`config.mk`:
```
export PLATFORM = sky130hd
export DESIGN_NAME = line_rasterizer
export DESIGN_NICKNAME = d
export VERILOG_FILES = /design/src/design/lr_pkg.sv /design/src/design/lr_ctrl.sv /design/src/design/lr_datapath.sv /design/src/design/line_rasterizer.sv
export SDC_FILE = /design/constraint.sdc
export NUM_CORES = 1
export LEC_CHECK = 0
export ABC_AREA = 1
export ABC_CLOCK_PERIOD_IN_PS = 3000
export BUFFER_PORTS_ARGS = -buffer_cell sky130_fd_sc_hd__buf_2
export CAP_MARGIN = 20
export CORE_MARGIN = 3
export CORE_UTILIZATION = 45
export CTS_BUF_LIST = sky130_fd_sc_hd__clkbuf_16
export DETAILED_ROUTE_END_ITERATION = 8
export SETUP_SLACK_MARGIN = 0.15
export SYNTH_ARGS = -nofsm -noshare
export SYNTH_HDL_FRONTEND = slang
export SYNTH_SLANG_ARGS = --single-unit
```
`constraint.sdc`:
```
create_clock -name clk -period 3 [get_ports clk]
set_clock_uncertainty 0.15 [all_clocks]
set_input_delay 0.6 -clock clk [delete_from_list [all_inputs] [get_ports clk]]
set_output_delay 0.6 -clock clk [all_outputs]
set_load 0.005 [all_outputs]
```
`src/design/lr_pkg.sv`:
```
// lr_pkg: shared constants and controller/datapath interface types
// for the line rasterizer; no dependencies
package lr_pkg;

  localparam int COORD_BITS_DEF = 10;

  // item kinds carried on the input tuser
  localparam logic KIND_LOAD = 1'b0;
  localparam logic KIND_STEP = 1'b1;

  // commands from the controller to the datapath
  typedef struct packed {
    logic load;   // capture endpoints, signs and deltas
    logic setup;  // pick major axis, set error term and pixel count
    logic step;   // emit current pixel into the output register and advance
  } lr_cmd_t;

  // status from the datapath to the controller
  typedef struct packed {
    logic pixels_zero;  // no pixels left, line finished or never loaded
  } lr_status_t;

endpackage

```
`src/design/lr_ctrl.sv`:
```
// lr_ctrl: controller state machine for the line rasterizer, handles both
// stream handshakes and issues commands; depends on lr_pkg
module lr_ctrl (
  input  logic               clk,
  input  logic               rst,
  input  logic               in_valid,
  input  logic               in_kind,
  output logic               in_ready,
  output logic               out_valid,
  input  logic               out_ready,
  input  lr_pkg::lr_status_t status,
  output lr_pkg::lr_cmd_t    cmd
);

  typedef enum logic [1:0] {
    ST_RUN   = 2'b01,
    ST_SETUP = 2'b10
  } state_t;

  state_t state;
  state_t state_next;
  logic   out_valid_next;
  logic   accept;

  // in run state, and output register free or being drained this cycle
  assign in_ready = (state == ST_RUN) && (!out_valid || out_ready);
  assign accept   = in_valid && in_ready;

  always_comb begin
    cmd.load  = accept && (in_kind == lr_pkg::KIND_LOAD);
    cmd.setup = (state == ST_SETUP);
    // a step with nothing left to draw is consumed silently
    cmd.step  = accept && (in_kind == lr_pkg::KIND_STEP) && !status.pixels_zero;
  end

  always_comb begin
    state_next = state;
    unique case (state)
      ST_RUN: begin
        if (cmd.load) state_next = ST_SETUP;
      end
      ST_SETUP: begin
        state_next = ST_RUN;
      end
      default: state_next = ST_RUN;
    endcase
  end

  always_comb begin
    out_valid_next = out_valid;
    if (cmd.step) begin
      out_valid_next = 1'b1;
    end else if (out_ready) begin
      out_valid_next = 1'b0;
    end
  end

  always_ff @(posedge clk) begin
    if (rst) begin
      state     <= ST_RUN;
      out_valid <= 1'b0;
    end else begin
      state     <= state_next;
      out_valid <= out_valid_next;
    end
  end

endmodule

```
`src/design/lr_datapath.sv`:
```
// lr_datapath: line state registers, delta and error arithmetic and the
// output pixel register; depends on lr_pkg
module lr_datapath #(
  parameter int COORD_BITS = lr_pkg::COORD_BITS_DEF
) (
  input  logic                  clk,
  input  logic                  rst,
  input  lr_pkg::lr_cmd_t       cmd,
  output lr_pkg::lr_status_t    status,
  input  logic [COORD_BITS-1:0] x_start,
  input  logic [COORD_BITS-1:0] y_start,
  input  logic [COORD_BITS-1:0] x_end,
  input  logic [COORD_BITS-1:0] y_end,
  output logic [COORD_BITS-1:0] pixel_x,
  output logic [COORD_BITS-1:0] pixel_y,
  output logic                  last_pixel
);

  localparam int ERR_BITS = COORD_BITS + 2;

  logic [COORD_BITS-1:0]      cur_x;
  logic [COORD_BITS-1:0]      cur_y;
  logic signed [ERR_BITS-1:0] error_term;
  logic [COORD_BITS-1:0]      major_delta;
  logic [COORD_BITS-1:0]      minor_delta;
  logic                       steep_flag;
  logic                       step_x_neg;
  logic                       step_y_neg;
  logic [COORD_BITS-1:0]      pixels_left;
  logic [COORD_BITS-1:0]      dx;
  logic [COORD_BITS-1:0]      dy;

  // load stage: absolute deltas and step signs
  logic                       x_up;
  logic                       y_up;
  logic [COORD_BITS-1:0]      dx_next;
  logic [COORD_BITS-1:0]      dy_next;

  // setup stage: both error candidates, selected by the steep compare
  logic                       steep_next;
  logic signed [ERR_BITS-1:0] err_flat;
  logic signed [ERR_BITS-1:0] err_steep;
  logic signed [ERR_BITS-1:0] dx_ext;
  logic signed [ERR_BITS-1:0] dy_ext;

  // step stage
  logic signed [ERR_BITS-1:0] minor_ext;
  logic signed [ERR_BITS-1:0] major_ext;
  logic signed [ERR_BITS-1:0] error_next;
  logic [COORD_BITS-1:0]      x_stepped;
  logic [COORD_BITS-1:0]      y_stepped;
  logic                       minor_move;

  assign x_up    = x_end > x_start;
  assign y_up    = y_end > y_start;
  assign dx_next = x_up ? (x_end - x_start) : (x_start - x_end);
  assign dy_next = y_up ? (y_end - y_start) : (y_start - y_end);

  assign dx_ext     = ERR_BITS'(dx);
  assign dy_ext     = ERR_BITS'(dy);
  assign steep_next = dy > dx;
  assign err_flat   = (dy_ext <<< 1) - dx_ext;
  assign err_steep  = (dx_ext <<< 1) - dy_ext;

  assign minor_ext  = ERR_BITS'(minor_delta);
  assign major_ext  = ERR_BITS'(major_delta);
  assign minor_move = !error_term[ERR_BITS-1];
  assign error_next = minor_move
                      ? error_term + (minor_ext <<< 1) - (major_ext <<< 1)
                      : error_term + (minor_ext <<< 1);
  assign x_stepped  = step_x_neg ? cur_x - 1'b1 : cur_x + 1'b1;
  assign y_stepped  = step_y_neg ? cur_y - 1'b1 : cur_y + 1'b1;

  assign status.pixels_zero = (pixels_left == '0);

  always_ff @(posedge clk) begin
    if (rst) begin
      cur_x       <= '0;
      cur_y       <= '0;
      error_term  <= '0;
      major_delta <= '0;
      minor_delta <= '0;
      steep_flag  <= 1'b0;
      step_x_neg  <= 1'b0;
      step_y_neg  <= 1'b0;
      pixels_left <= '0;
      dx          <= '0;
      dy          <= '0;
    end else if (cmd.load) begin
      cur_x      <= x_start;
      cur_y      <= y_start;
      step_x_neg <= !x_up;
      step_y_neg <= !y_up;
      dx         <= dx_next;
      dy         <= dy_next;
      // a new line drops whatever was still being drawn
      pixels_left <= '0;
    end else if (cmd.setup) begin
      steep_flag  <= steep_next;
      major_delta <= steep_next ? dy : dx;
      minor_delta <= steep_next ? dx : dy;
      error_term  <= steep_next ? err_steep : err_flat;
      pixels_left <= steep_next ? dy : dx;
    end else if (cmd.step) begin
      error_term  <= error_next;
      pixels_left <= pixels_left - 1'b1;
      if (minor_move) begin
        cur_x <= x_stepped;
        cur_y <= y_stepped;
      end else if (steep_flag) begin
        cur_y <= y_stepped;
      end else begin
        cur_x <= x_stepped;
      end
    end
  end

  // output pixel register, held until the receiver takes it
  always_ff @(posedge clk) begin
    if (cmd.step) begin
      pixel_x    <= cur_x;
      pixel_y    <= cur_y;
      last_pixel <= (pixels_left == COORD_BITS'(1));
    end
  end

endmodule

```
`src/design/line_rasterizer.sv`:
```
// line_rasterizer: Bresenham line generator for all octants, top level
// joining controller and datapath; depends on lr_pkg, lr_ctrl, lr_datapath
//
// usage: the input stream carries items; tuser selects the kind. a load
// transaction (tuser 0) takes both endpoints from tdata and starts a new
// line, dropping any line in progress. a step transaction (tuser 1) emits
// the current pixel on the output stream and advances it; the final pixel
// of a line has tlast set. steps with no line in progress emit nothing.
// the end point is not drawn, so a line of major length n gives n pixels.
// throughput: one step per clock when the output register is not stalled;
// a load captures deltas, then, with tready low, does axis selection and
// error setup. a pixel appears on the output in the cycle after its step.
// the single output register is the only buffer: while it holds a pixel
// the receiver has not taken, tready drops and the input stalls.
// reset clears the line state, so steps after reset produce nothing.
module line_rasterizer #(
  parameter int COORD_BITS = lr_pkg::COORD_BITS_DEF
) (
  input  logic                                    clk,
  input  logic                                    rst,
  input  logic                                    s_axis_tvalid,
  output logic                                    s_axis_tready,
  // x_start, y_start, x_end, y_end from the lowest bit up, zero padded
  input  logic [((4*COORD_BITS+7)/8)*8-1:0]       s_axis_tdata,
  // kind
  input  logic                                    s_axis_tuser,
  output logic                                    m_axis_tvalid,
  input  logic                                    m_axis_tready,
  // pixel_x, pixel_y from the lowest bit up, zero padded
  output logic [((2*COORD_BITS+7)/8)*8-1:0]       m_axis_tdata,
  // last_pixel
  output logic                                    m_axis_tlast
);

  localparam int OUT_W = ((2*COORD_BITS+7)/8)*8;

  lr_pkg::lr_cmd_t       cmd;
  lr_pkg::lr_status_t    status;
  logic [COORD_BITS-1:0] pixel_x;
  logic [COORD_BITS-1:0] pixel_y;

  lr_ctrl u_ctrl (
    .clk       (clk),
    .rst       (rst),
    .in_valid  (s_axis_tvalid),
    .in_kind   (s_axis_tuser),
    .in_ready  (s_axis_tready),
    .out_valid (m_axis_tvalid),
    .out_ready (m_axis_tready),
    .status    (status),
    .cmd       (cmd)
  );

  lr_datapath #(
    .COORD_BITS (COORD_BITS)
  ) u_datapath (
    .clk        (clk),
    .rst        (rst),
    .cmd        (cmd),
    .status     (status),
    .x_start    (s_axis_tdata[COORD_BITS-1:0]),
    .y_start    (s_axis_tdata[2*COORD_BITS-1:COORD_BITS]),
    .x_end      (s_axis_tdata[3*COORD_BITS-1:2*COORD_BITS]),
    .y_end      (s_axis_tdata[4*COORD_BITS-1:3*COORD_BITS]),
    .pixel_x    (pixel_x),
    .pixel_y    (pixel_y),
    .last_pixel (m_axis_tlast)
  );

  assign m_axis_tdata = OUT_W'({pixel_y, pixel_x});

endmodule
```
-- After elaboration in Yosys (flattened, before gate mapping)
Cells that the tools add are included.
- word-level logic and storage cells: 85
- input bits: 45
- bits in registers: 109
- output and inout port bits: 27
- add/sub/neg operators: 13
- bitwise logic cells: 3
- muxes and demuxes: 24
- order comparisons: 3
- eq/ne operators: 6
- reductions and logical operators: 20
- operators with widths (cell ; number):
    2-to-1 mux 10 bit ; 18
    2-to-1 mux 12 bit ; 4
    subtractor 10 bit ; 4
    > comparator 10 bit ; 3
    subtractor 10 x 1 -> 10 bit, second input constant ; 3
    subtractor 11 x 10 -> 12 bit ; 2
    adder 10 x 1 -> 10 bit, second input constant ; 2
    adder 12 bit ; 1
    subtractor 12 bit ; 1
    == test 10 x 1 -> 1 bit, second input constant ; 1
    zero test 10 bit ; 1
    != test 3 bit, second input constant ; 2
    AND reduction 3 bit ; 2
    nonzero test 2 bit ; 3
    logical AND 1 bit ; 5
    zero test 1 bit ; 4
    AND reduction 2 bit ; 2
    OR reduction 2 bit ; 2
    inverter 1 bit ; 3
    == test 2 x 1 -> 1 bit, second input constant ; 1
    == test 2 bit, second input constant ; 1
    2-to-1 mux 1 bit ; 2
    != test 2 x 1 -> 1 bit, second input constant ; 1
    logical OR 1 bit ; 1

-- Logic depth before layout (Yosys ltp)
Gate-level depths: netlist (run 1).
- word-level depth: 9
- depth in mapped cells: 21
- gate-level depth less buffers: 21

-- By module
A second synthesis (run 1) with hierarchy kept.
- cells, all modules: 1481
- area, all modules: 9778.1 um^2
- by module, submodules not included (module ; area an instance (um^2) ; seq. area each (um^2) ; instances ; cells an instance):
    lr_datapath ; 9577.9 ; 2312.2 ; 1 ; 1455
    lr_ctrl ; 166.4 ; 60.1 ; 1 ; 21
    line_rasterizer ; 33.8 ; 0.0 ; 1 ; 5

-- Worst setup path before layout (run 1)
Ideal clock, no wire load.
- path type: reg2reg
- start: register u_datapath.minor_delta[0]
- end: register u_datapath.error_term[11]
- library setup time: 109 ps
- slack: 255 ps
- cell stages (with the launch flop): 20
- clock period less this slack: 2745 ps
- required time: 2741 ps
- arrival time: 2486 ps
- buffers on the path: 0
- cells stage by stage: dfxtp_1 ha_1 fa_1 nand2_1 nand3_1 nand3_1 nand3b_1 and2_1 ha_1 nand2_1 nor2_1 nand3_1 nand3_1 nand2_1 nor2_1 nor2_1 nand2_1 nand3_1 nand2_1 inv_1
- word-level cells in the longest chain between the ends: 5
- RTL lines (item ; line ; RTL):
    start: declaration ; lr_datapath.sv:25 ; logic [COORD_BITS-1:0] minor_delta;
    start signal: assignment ; lr_datapath.sv:101 ; minor_delta <= steep_next ? dx : dy;
    adder 12 bit (*) ; lr_datapath.sv:69, lr_datapath.sv:70 ;
    subtractor 12 bit ; lr_datapath.sv:69 ; ? error_term + (minor_ext <<< 1) - (major_ext <<< 1)
    2-to-1 mux 12 bit (*) ; lr_datapath.sv:69 ;
    2-to-1 mux 12 bit (*) ; lr_datapath.sv:104 ; end else if (cmd.step) begin
    2-to-1 mux 12 bit (*) ; lr_datapath.sv:98 ; end else if (cmd.setup) begin
    end signal: assignment ; lr_datapath.sv:102 ; error_term <= steep_next ? err_steep : err_flat;
    end signal: assignment ; lr_datapath.sv:105 ; error_term <= error_next;
    end: declaration ; lr_datapath.sv:23 ; logic signed [ERR_BITS-1:0] error_term;
Mark *: on every way between the ends. The rest lies on a longest branch, timed or not. The select of a mux whose other input is x is not followed.
A chain may end at the register's enable or synchronous reset.

-- Worst setup path after layout (run 1)
- start: register u_datapath.minor_delta[2]
- end: register u_datapath.error_term[7]
The elaborated chain is that of the path after synthesis.

==> results of run 1 <==
## worst min path at each step
stage	slack, ns	startpoint	cells past startpoint	to
6_report	0.32	u_datapath.cur_y[3]$_SDFFE_PP0P_	0	u_datapath.pixel_y[3]$_DFFE_PP_
5_1_grt	0.33	u_datapath.cur_y[3]$_SDFFE_PP0P_	0	u_datapath.pixel_y[3]$_DFFE_PP_
4_1_cts	0.32	u_datapath.cur_y[3]$_SDFFE_PP0P_	0	u_datapath.pixel_y[3]$_DFFE_PP_
3_5_place_dp	0.30	u_datapath.cur_y[3]$_SDFFE_PP0P_	0	u_datapath.pixel_y[3]$_DFFE_PP_
3_3_place_gp	0.30	u_datapath.cur_y[3]$_SDFFE_PP0P_	0	u_datapath.pixel_y[3]$_DFFE_PP_
2_1_floorplan	0.28	u_datapath.cur_x[2]$_SDFFE_PP0P_	0	u_datapath.pixel_x[2]$_DFFE_PP_
## area by class of cell
type / count / area, µm²
Timing Repair Buffer: 110 / 674
Clock buffer: 9 / 225
Clock inverter: 7 / 88.8
Multi-Input combinational cell: 1106 / 6700
Fill cell: 2194 / 9950
Inverter: 192 / 724
Sequential cell: 108 / 2380
Tap cell: 275 / 344
## cell families after synthesis
| family | after synthesis |
|---|---|
| AND/OR/NAND/NOR | 621 |
| AO/OA/AOI/OAI | 308 |
| buffers and inverters | 246 |
| adder cells (fa/ha/maj) | 114 |
| flip-flops | 108 |
| XOR/XNOR | 59 |
| other | 1 |
## where the power goes
part           internal, mW  switching (mW)  total [mW]
Clock                 0.603           0.656        1.26
Combinational          1.04            1.73        2.77
Sequential             1.64           0.120        1.76
## cells in the final DEF (no fill, tap or decap), types with 67 or more instances in the layout
cell	n
nand2_1	365
inv_1	181
a21oi_1	141
nand3_1	94
nor2_1	91
ha_1	90
dfxtp_1	79
o21ai_0	75
buf_2	67
## per-layer routing
metal	track usage (%)	vias up	part of all wire (%)
met5	0	-	0
met4	6.58	0	2.0
met3	2.22	38	4.5
met2	37.5	240	44
met1	36.1	4379	50
li1	-	4912	-
## metrics by stage
stage / total power, mW / util (%) / instances
3_5_place_dp: 4.32 / 49.2 / 1784
2_1_floorplan: 3.67 / - / 1460
3_3_place_gp: 4.29 / 49.2 / 1784
6_report: 5.79 / 52.8 / 1807
4_1_cts: 5.63 / 51.2 / 1802
5_1_grt: 6.24 / 52.8 / 1807
## timing repair
| item | CTS | global route |
|---|---|---|
| setup endpoints to repair | 7 | 8 |
| resized for setup | 13 | 66 |
| pin swaps | 5 | 34 |
| setup buffers | 2 | 5 |
| endpoints found under the hold margin | 0 | 0 |
## critical path, cell delays in order (launching register included)
cell and delay (ns):
dfxtp_2 0.34, ha_4 0.25, or2_2 0.32, nand3_1 0.09
nand2_1 0.09, xor2_2 0.22, ha_4 0.32, nand2_2 0.09
nand3b_1 0.21, nand2_1 0.09, nand2_1 0.05, nand3_1 0.09
nand3_2 0.10, nand2_1 0.10, inv_1 0.04, nand2_1 0.07
a21oi_2 0.05
==> results.sh, run 1 <==
export IMPL_finalSetupViolCount=0
export IMPL_drv_cap=0
export IMPL_vdd_ir_drop_max_mv=0.233
export IMPL_core_area_um2=21100
export IMPL_cts_made_buffers=9
export IMPL_clockRootBuffer="clkbuf_16"
export IMPL_ys_warn_count=0
export IMPL_num_vias=9569
export IMPL_hold_buffers=0
export IMPL_yosysMostFrequentCell="nand2_1"
export IMPL_max_freq_ghz=0.358
export IMPL_end_kind="flop"
export IMPL_synth_top_family_by_area="simple AND/OR/NAND/NOR gates"
export IMPL_cp_max_fo=4
export IMPL_layout_setup_ws_ns=0.206
export IMPL_dieHeight_um=153
export IMPL_finalCritPeriodShare_pct=93.1
export IMPL_synth_mux_area_share_pct=0
export IMPL_h_tree_depth=3
export IMPL_synthAdderAreaFrac_pct=15.5
export IMPL_io_pins=72
export IMPL_path_clk_slew_ns=0.08
export IMPL_wire_per_inst_um=15.9
export IMPL_cp_data_arrival_time_ns=2.88
export IMPL_worst_pin_slew_ns=1.04
export IMPL_wl_um=28700
export IMPL_crit_path_start="u_datapath.minor_delta[2]$_SDFFE_PP0P_"
export IMPL_final_area_um2=11100
export IMPL_synth_edff_count=21
export IMPL_r2r_cells=16
export IMPL_leakagePower_nw=5.54
export IMPL_setup_tns_final_ns=0
export IMPL_area_delta_synth_final_pct=14.9
export IMPL_first_pass_iters=5
export IMPL_grt_usage_pct=24.2
export IMPL_async_flop_share_pct=0
export IMPL_syn_inst=1457
export IMPL_synth_area_leaders="dfxtp_1 18%, nand2_1 15%, ha_1 13%"
export IMPL_ys_seq_area_share_pct=24.5
export IMPL_initial_core_util_pct=46.0
export IMPL_dpl_hpwl_um=22500
export IMPL_endpoint="u_datapath.error_term[7]$_SDFFE_PP0P_"
export IMPL_grt_pass1_vias=8868
export IMPL_largest_register_ffs=11
export IMPL_top_register="u_datapath.error_term"
export IMPL_drc=0
export IMPL_rsz0062_at_grt="yes"
export IMPL_synthSimpleGateAreaFrac_pct=26.7
export IMPL_clock_sinks=108
export IMPL_die_w_um=153
export IMPL_crit_required_ns=3.09
export IMPL_cts_tree="built"
export IMPL_hold_slack_ns=0.316
export IMPL_synth_top_area_share_pct=18.0
export IMPL_drive_gt1_share_pct=14.6
export IMPL_fin_nets=1686
export IMPL_grt_antenna_before_repair=0
export IMPL_syn_area_per_cell_um2=6.65
export IMPL_power_density_nw_per_um2=520
export IMPL_finalHoldViolations=0
export IMPL_ys_ff_latch=108
export IMPL_antenna_cells=0
export IMPL_cts_buffer_depth=2
export IMPL_place_area_um2=10400
export IMPL_r2r_slack_ns=0.21
export IMPL_grt_max_degree=63
export IMPL_num_rows=53
export IMPL_drt_iter0_drc=622
export IMPL_synth_area_um2=9700
export IMPL_grt_first_pass_wirelength_um=46100
export IMPL_maxSlewHeadroom_pct=30.5
export IMPL_r2r_end="u_datapath.error_term[7]$_SDFFE_PP0P_"
export IMPL_postRouteAntennaNets=0
export IMPL_yosys_area_top_type="dfxtp_1"
export IMPL_synth_ff_type="dfxtp_1"
export IMPL_post_route_min_period_ns=2.79
export IMPL_dp_slack_ns=-0.0295
export IMPL_hold_path_class="flop to flop"
export IMPL_drv_slew=0
export IMPL_synthTopCellsByCount="377 x nand2_1, 182 x inv_1, 148 x a21oi_1"
export IMPL_status="finished clean"
export IMPL_clock_latency_ns=0.37
export IMPL_synth_xor_area_share_pct=5.33
export IMPL_synth_compound_area_share_pct=17.6
export IMPL_vias_per_cell=5.30
export IMPL_io_buffers=67
export IMPL_critPathLaunchType="flop"
export IMPL_routabilityCongestion=0.922
export IMPL_r2r_start="u_datapath.minor_delta[2]$_SDFFE_PP0P_"
export IMPL_synth_cell_types=44
export IMPL_overflow=0
export IMPL_critPathKind="flop to flop"
export IMPL_dieArea_um2=23300
No activity file was read; power rests on OpenSTA's default activity.
==> run 2: changes to the inputs <==
--- a/config.mk
+++ b/config.mk
@@ -13,6 +13,7 @@
 export CORE_UTILIZATION = 45
 export CTS_BUF_LIST = sky130_fd_sc_hd__clkbuf_16
 export DETAILED_ROUTE_END_ITERATION = 8
+export RECOVER_POWER = 100
 export SETUP_SLACK_MARGIN = 0.15
 export SYNTH_ARGS = -nofsm -noshare
 export SYNTH_HDL_FRONTEND = slang
==> run 2 against run 1 <==
  * Sequential power hardly changed
  * Final area is 0.82% lower
  * Sequential share of layout area is 0.18 points higher
  * Sequential cell count stayed put
  * Final cell count stayed put
  * Critical endpoint unchanged
  * Highest routed layer unchanged
==> results.sh, run 2 (synthesized netlist as in run 1, its figures left out) <==
export IMPL_drt_iter0_drc=663
export IMPL_clockRootBuffer="clkbuf_16"
export IMPL_power_density_nw_per_um2=521
export IMPL_clock_sinks=108
export IMPL_drive_gt1_share_pct=12.7
export IMPL_routabilityCongestion=0.922
export IMPL_hold_buffers=0
export IMPL_io_buffers=67
export IMPL_power_switching_mw=2.49
export IMPL_critPathLaunchType="flop"
export IMPL_postRouteAntennaNets=0
export IMPL_area_delta_synth_final_pct=14.0
export IMPL_crit_chain="ha_4, or2_2, nand3_1, nand2_1, xor2_2, ha_4, nand2_2, nand3b_1, nand2_1, nand2_1, nand3_1, nand3_2, nand2_1, inv_1, nand2_1, a21oi_1"
export IMPL_dpl_hpwl_um=22500
export IMPL_fin_nets=1686
export IMPL_num_vias=9602
export IMPL_wire_per_inst_um=15.9
export IMPL_seqPwrFrac_pct=30.6
export IMPL_crit_slowest_cell="dfxtp_2"
export IMPL_top_register="u_datapath.error_term"
export IMPL_place_area_um2=10400
export IMPL_mostFrequentLayoutCell="nand2_1"
export IMPL_finalSetupViolCount=0
export IMPL_status="finished clean"
export IMPL_mostFrequentLayoutCells="368 x nand2_1, 185 x inv_1, 145 x a21oi_1, 94 x nand3_1, 91 x nor2_1"
export IMPL_crit_path_frequent_cell="nand2_1"
export IMPL_hold_slack_ns=0.319
export IMPL_max_freq_ghz=0.358
export IMPL_first_pass_iters=5
export IMPL_critPathKind="flop to flop"
export IMPL_final_area_um2=11000
export IMPL_io_pins=72
export IMPL_layout_setup_ws_ns=0.208
export IMPL_dieHeight_um=153
export IMPL_post_route_min_period_ns=2.79
export IMPL_grt_first_pass_wirelength_um=46100
export IMPL_crit_required_ns=3.08
export IMPL_min_from="u_datapath.major_delta[8]$_SDFFE_PP0P_"
export IMPL_r2r_start="u_datapath.minor_delta[2]$_SDFFE_PP0P_"
export IMPL_grt_antenna_before_repair=0
export IMPL_num_rows=53
export IMPL_vdd_ir_drop_max_mv=0.231
export IMPL_rsz0062_at_grt="yes"
export IMPL_power_frac_comb_pct=47.6
export IMPL_worst_pin_slew_ns=1.23
export IMPL_post_route_util_pct=52.4
export IMPL_slowest_delay_ns=0.34
export IMPL_vias_per_cell=5.31
export IMPL_overflow=0
export IMPL_largest_register_ffs=11
export IMPL_drv_slew=0
export IMPL_wl_um=28800
export IMPL_grt_pass1_vias=8868
export IMPL_end_kind="flop"
export IMPL_drv_cap=0
export IMPL_dp_slack_ns=-0.0295
export IMPL_die_w_um=153
export IMPL_grt_max_degree=63
export IMPL_grt_usage_pct=24.2
export IMPL_power_frac_clock_pct=21.8
export IMPL_antenna_cells=0
export IMPL_internal_power_mw=3.26
export IMPL_p_sw_share_pct=43.2
export IMPL_crit_path_start="u_datapath.minor_delta[2]$_SDFFE_PP0P_"
export IMPL_maxSlewHeadroom_pct=17.8
export IMPL_initial_core_util_pct=46.0
export IMPL_dieArea_um2=23300
export IMPL_cp_max_fo=4
export IMPL_leakagePower_nw=5.48
export IMPL_cts_buffer_depth=2
export IMPL_hold_path_class="flop to flop"
export IMPL_clock_latency_ns=0.37
export IMPL_cp_data_arrival_time_ns=2.87
export IMPL_cts_made_buffers=9
export IMPL_h_tree_depth=3
export IMPL_finalHoldViolations=0
export IMPL_path_clk_slew_ns=0.08
export IMPL_core_area_um2=21100
export IMPL_drc=0
export IMPL_finalCritPeriodShare_pct=93.1
export IMPL_r2r_slack_ns=0.21
export IMPL_cts_tree="built"
run 2: worst max-delay path: cells and delay by family, from the launching register on:
| kind | cells | cell delay [ns] |
|---|---|---|
| buf+inv | 1 | 0.05 |
| xor+xnor | 1 | 0.22 |
| compound gates | 1 | 0.05 |
| fa+ha+maj | 2 | 0.57 |
| flops | 1 | 0.34 |
| simple gates | 11 | 1.28 |
run 2: repair_timing:
item                       CTS  global route
pin swaps                    5            34
hold endpoints to repair     0             0
buffers inserted             2             5
setup endpoints to repair    7             8
resized for setup           13            66
run 2: routing by layer:
metal	part of all wire, %	up-vias	GRT usage [%]	wire (µm)
li1	-	4916	-	-
met1	50	4417	36.1	14400
met2	44	235	37.5	12600
met3	4.3	34	2.22	1250
met4	1.9	0	6.58	533
met5	0	-	0	0
run 2: area by class of cell:
cell class,instances,area [µm²]
Timing Repair Buffer,110,618
Tap cell,275,344
Clock inverter,7,88.8
Clock buffer,9,225
Sequential cell,108,2380
Fill cell,2214,10000
Inverter,192,724
Multi-Input combinational cell,1106,6670
run 2: power groups by stage:
stage	logic, mW	registers (mW)	clock network, mW
final	2.74	1.76	1.25
after global routing	3.09	1.78	1.34
after CTS	2.59	1.75	1.29
after detailed placement	2.53	1.78	0
after global placement	2.51	1.78	0
after floorplan	1.92	1.76	0
run 2: worst paths after layout:
| path | end | depth (start not counted) |
|---|---|---|
| max | u_datapath.error_term[7]$_SDFFE_PP0P_ | 16 |
| min | u_datapath.major_delta[8]$_SDFFE_PP0P_ | 2 |
| max reg2reg | u_datapath.error_term[7]$_SDFFE_PP0P_ | 16 |
| min reg2reg | u_datapath.major_delta[8]$_SDFFE_PP0P_ | 2 |
run 2: stage by stage:
stage	total power [mW]	cells	TNS, ns
global route	6.21	1807	0
global placement	4.29	1784	0
detailed placement	4.32	1784	-0.0295
finish	5.75	1807	0
floorplan	3.67	1460	0
CTS	5.63	1802	0
==> run 3: changes to the inputs <==
--- a/config.mk
+++ b/config.mk
@@ -17,4 +17,5 @@
 export SETUP_SLACK_MARGIN = 0.15
 export SYNTH_ARGS = -nofsm -noshare
 export SYNTH_HDL_FRONTEND = slang
+export SYNTH_HIERARCHICAL = 1
 export SYNTH_SLANG_ARGS = --single-unit
==> run 3 against run 2 <==
  * Sequential cell count is the same
  * Register-to-register slack lost 0.04 ns
  * Highest routed layer unchanged
  * Power grew 17%
  * Clock power is essentially flat
==> results.sh, run 3 <==
export IMPL_crit_chain="ha_1, nand2_1, nor2_1, nand3_1, nand3_1, nand2_1, and2_0, ha_1, nand2_1, inv_1, a21oi_1, nand3_2, nand2_1, nand2_1, nand3_1, nand3_1, nand2_1, inv_1"
export IMPL_min_from="s_axis_tuser"
export IMPL_synth_ff_type="dfxtp_1"
export IMPL_power_mw=6.72
export IMPL_slowest_delay_ns=0.35
export IMPL_grt_max_degree=51
export IMPL_hold_slack_ns=0.320
export IMPL_power_density_nw_per_um2=616
export IMPL_drc=0
export IMPL_finalCritPeriodShare_pct=94.5
export IMPL_dieArea_um2=23500
export IMPL_io_buffers=67
export IMPL_end_kind="flop"
export IMPL_status="finished clean"
export IMPL_hold_buffers=0
export IMPL_io_pins=72
export IMPL_vias_per_cell=5.20
export IMPL_mostFrequentLayoutCells="341 x nand2_1, 232 x inv_1, 152 x a21oi_1, 92 x ha_1, 89 x nand3_1"
export IMPL_first_pass_iters=5
export IMPL_async_flop_share_pct=0
export IMPL_grt_antenna_before_repair=0
export IMPL_max_freq_ghz=0.353
export IMPL_synth_top_area_share_pct=17.8
export IMPL_dpl_hpwl_um=21200
export IMPL_cp_data_arrival_time_ns=2.95
export IMPL_drv_slew=0
export IMPL_grt_usage_pct=22.5
export IMPL_drv_cap=0
export IMPL_overflow=0
export IMPL_cts_buffer_depth=2
export IMPL_routabilityCongestion=0.903
export IMPL_ys_warn_count=6
export IMPL_path_clk_slew_ns=0.08
export IMPL_leakagePower_nw=5.63
export IMPL_critPathLaunchType="flop"
export IMPL_finalHoldViolations=0
export IMPL_h_tree_depth=3
export IMPL_synth_area_um2=9780
export IMPL_drive_gt1_share_pct=11.2
export IMPL_multiInputGateArea_um2=6530
export IMPL_yosysMostFrequentCell="nand2_1"
export IMPL_synth_area_leaders="dfxtp_1 18%, nand2_1 13%, ha_1 13%"
export IMPL_seqCellArea_um2=2370
export IMPL_largest_register_ffs=11
export IMPL_clock_sinks=108
export IMPL_finalSetupViolCount=0
export IMPL_area_delta_synth_final_pct=11.6
export IMPL_whs_path_depth=2
export IMPL_cts_made_buffers=9
export IMPL_r2r_end="u_datapath/error_term[11]$_SDFFE_PP0P_"
export IMPL_crit_path_frequent_cell="nand2_1"
export IMPL_crit_slowest_cell="ha_1"
export IMPL_rsz0062_at_grt="yes"
export IMPL_cts_tree="built"
export IMPL_drt_iter0_drc=396
export IMPL_synthTopCellsByCount="350 x nand2_1, 232 x inv_1, 159 x a21oi_1"
export IMPL_ys_ff_latch=108
export IMPL_fill_cells=2169
export IMPL_core_area_um2=21200
export IMPL_wl_um=27000
export IMPL_synth_cell_types=46
export IMPL_vdd_ir_drop_max_mv=0.268
export IMPL_maxSlewHeadroom_pct=39.9
export IMPL_mostFrequentLayoutCell="nand2_1"
export IMPL_r2r_start="u_datapath/error_term[9]$_SDFFE_PP0P_"
export IMPL_worst_pin_slew_ns=0.901
export IMPL_r2r_slack_ns=0.17
export IMPL_top_register="u_datapath/error_term"
export IMPL_num_rows=53
export IMPL_post_route_min_period_ns=2.83
export IMPL_postRouteAntennaNets=0
export IMPL_critPathKind="flop to flop"
export IMPL_hold_path_class="primary input to flop"
export IMPL_r2r_cells=18
export IMPL_ys_seq_area_share_pct=24.3
export IMPL_synth_edff_count=21
export IMPL_clock_latency_ns=0.36
export IMPL_grt_first_pass_wirelength_um=44000
export IMPL_clockRootBuffer="clkbuf_16"
export IMPL_syn_inst=1481
export IMPL_num_vias=9403
export IMPL_fin_nets=1687
export IMPL_cp_max_fo=5
export IMPL_yosys_area_top_type="dfxtp_1"
export IMPL_min_to="u_ctrl/state[1]$_SDFFE_PP0P_"
export IMPL_initial_core_util_pct=46.2
export IMPL_die_w_um=153
export IMPL_syn_area_per_cell_um2=6.60
export IMPL_grt_pass1_vias=8975
export IMPL_wire_per_inst_um=14.9
export IMPL_dieHeight_um=153
export IMPL_antenna_cells=0
export IMPL_crit_required_ns=3.12
==> run 3: changes by cell type after synthesis, sizes merged, moves of 5 or more <==
cell,change
nand2,-20
o211ai,+7
inv,+47
xor2,-11
a211oi,-5
nand4,+5
a21oi,+7
nand3,-5
nor2,-5
==> run 3: stage by stage <==
step | utilization, % | TNS (ns) | area [µm²] | worst slack [ns] | instances
CTS | 50.3 | 0 | 10600 | 0.142 | 1805
detailed placement | 48.8 | 0 | 10300 | 0.0241 | 1789
global placement | 48.8 | 0 | 10300 | 0.0944 | 1789
global route | 51.6 | -0.00380 | 10900 | -0.00232 | 1808
finish | 51.6 | 0 | 10900 | 0.166 | 1808
floorplan | - | 0 | 9790 | 0.332 | 1484
==> run 3: worst max-delay path: cells and delay by family, from the launching register on <==
kind / cells / cell delay (ns)
adder cells (fa/ha/maj): 2 / 0.66
AND/OR/NAND/NOR: 13 / 1.35
flip-flops: 1 / 0.32
buffers and inverters: 2 / 0.09
AO/OA/AOI/OAI: 1 / 0.17
==> run 3: final cells by class <==
class	instances	share of cell area [%]
clock buffer	9	2.06
multi-input combinational	1084	59.9
tap	275	3.15
inverter	240	8.28
clock inverter	7	0.631
sequential	108	21.8
timing repair buffer	85	4.23
==> run 3: kinds of logic after synthesis <==
logic type	count (synthesis)	synth area share [%]
buffers and inverters	292	12.0
other	1	0.0384
adders and majority gates	114	15.4
and+or+nand+nor	602	26.4
xor gates and xnor gates	47	4.21
AOI/OAI and AO/OA	317	17.7
DFF	108	24.3
==> run 3: power breakdown <==
| part | internal (mW) | switching, mW | total (mW) | leakage (nW) |
|---|---|---|---|---|
| Sequential | 1.76 | 0.186 | 1.94 | 0.905 |
| Clock | 0.588 | 0.639 | 1.23 | 0.143 |
| Combinational | 1.34 | 2.21 | 3.55 | 4.58 |
==> run 3: worst max path at each step <==
stage                                           from                                endpoint  cells past startpoint
2_1_floorplan  u_datapath/error_term[1]$_SDFFE_PP0P_  u_datapath/error_term[10]$_SDFFE_PP0P_                     17
3_3_place_gp   u_datapath/error_term[1]$_SDFFE_PP0P_   u_datapath/error_term[6]$_SDFFE_PP0P_                     15
3_5_place_dp   u_datapath/error_term[1]$_SDFFE_PP0P_  u_datapath/error_term[10]$_SDFFE_PP0P_                     16
4_1_cts        u_datapath/error_term[1]$_SDFFE_PP0P_  u_datapath/error_term[10]$_SDFFE_PP0P_                     17
5_1_grt        u_datapath/error_term[9]$_SDFFE_PP0P_  u_datapath/error_term[11]$_SDFFE_PP0P_                     18
6_report       u_datapath/error_term[9]$_SDFFE_PP0P_  u_datapath/error_term[11]$_SDFFE_PP0P_                     18
==> run 3: repair_timing <==
item                       in CTS  in global routing
pin swaps                       3                 22
resized for setup               7                 68
setup buffers                   0                  3
setup endpoints to repair       6                 34
cloned                          0                  0
==> run 3: per-layer routing <==
| layer | global-route usage (%) | up-vias | part of all wire, % |
|---|---|---|---|
| met5 | 0 | - | 0 |
| met4 | 6.06 | 0 | 2.1 |
| met3 | 2.94 | 30 | 3.0 |
| met2 | 40.2 | 143 | 48 |
| met1 | 28.7 | 4330 | 46 |
| li1 | - | 4900 | - |
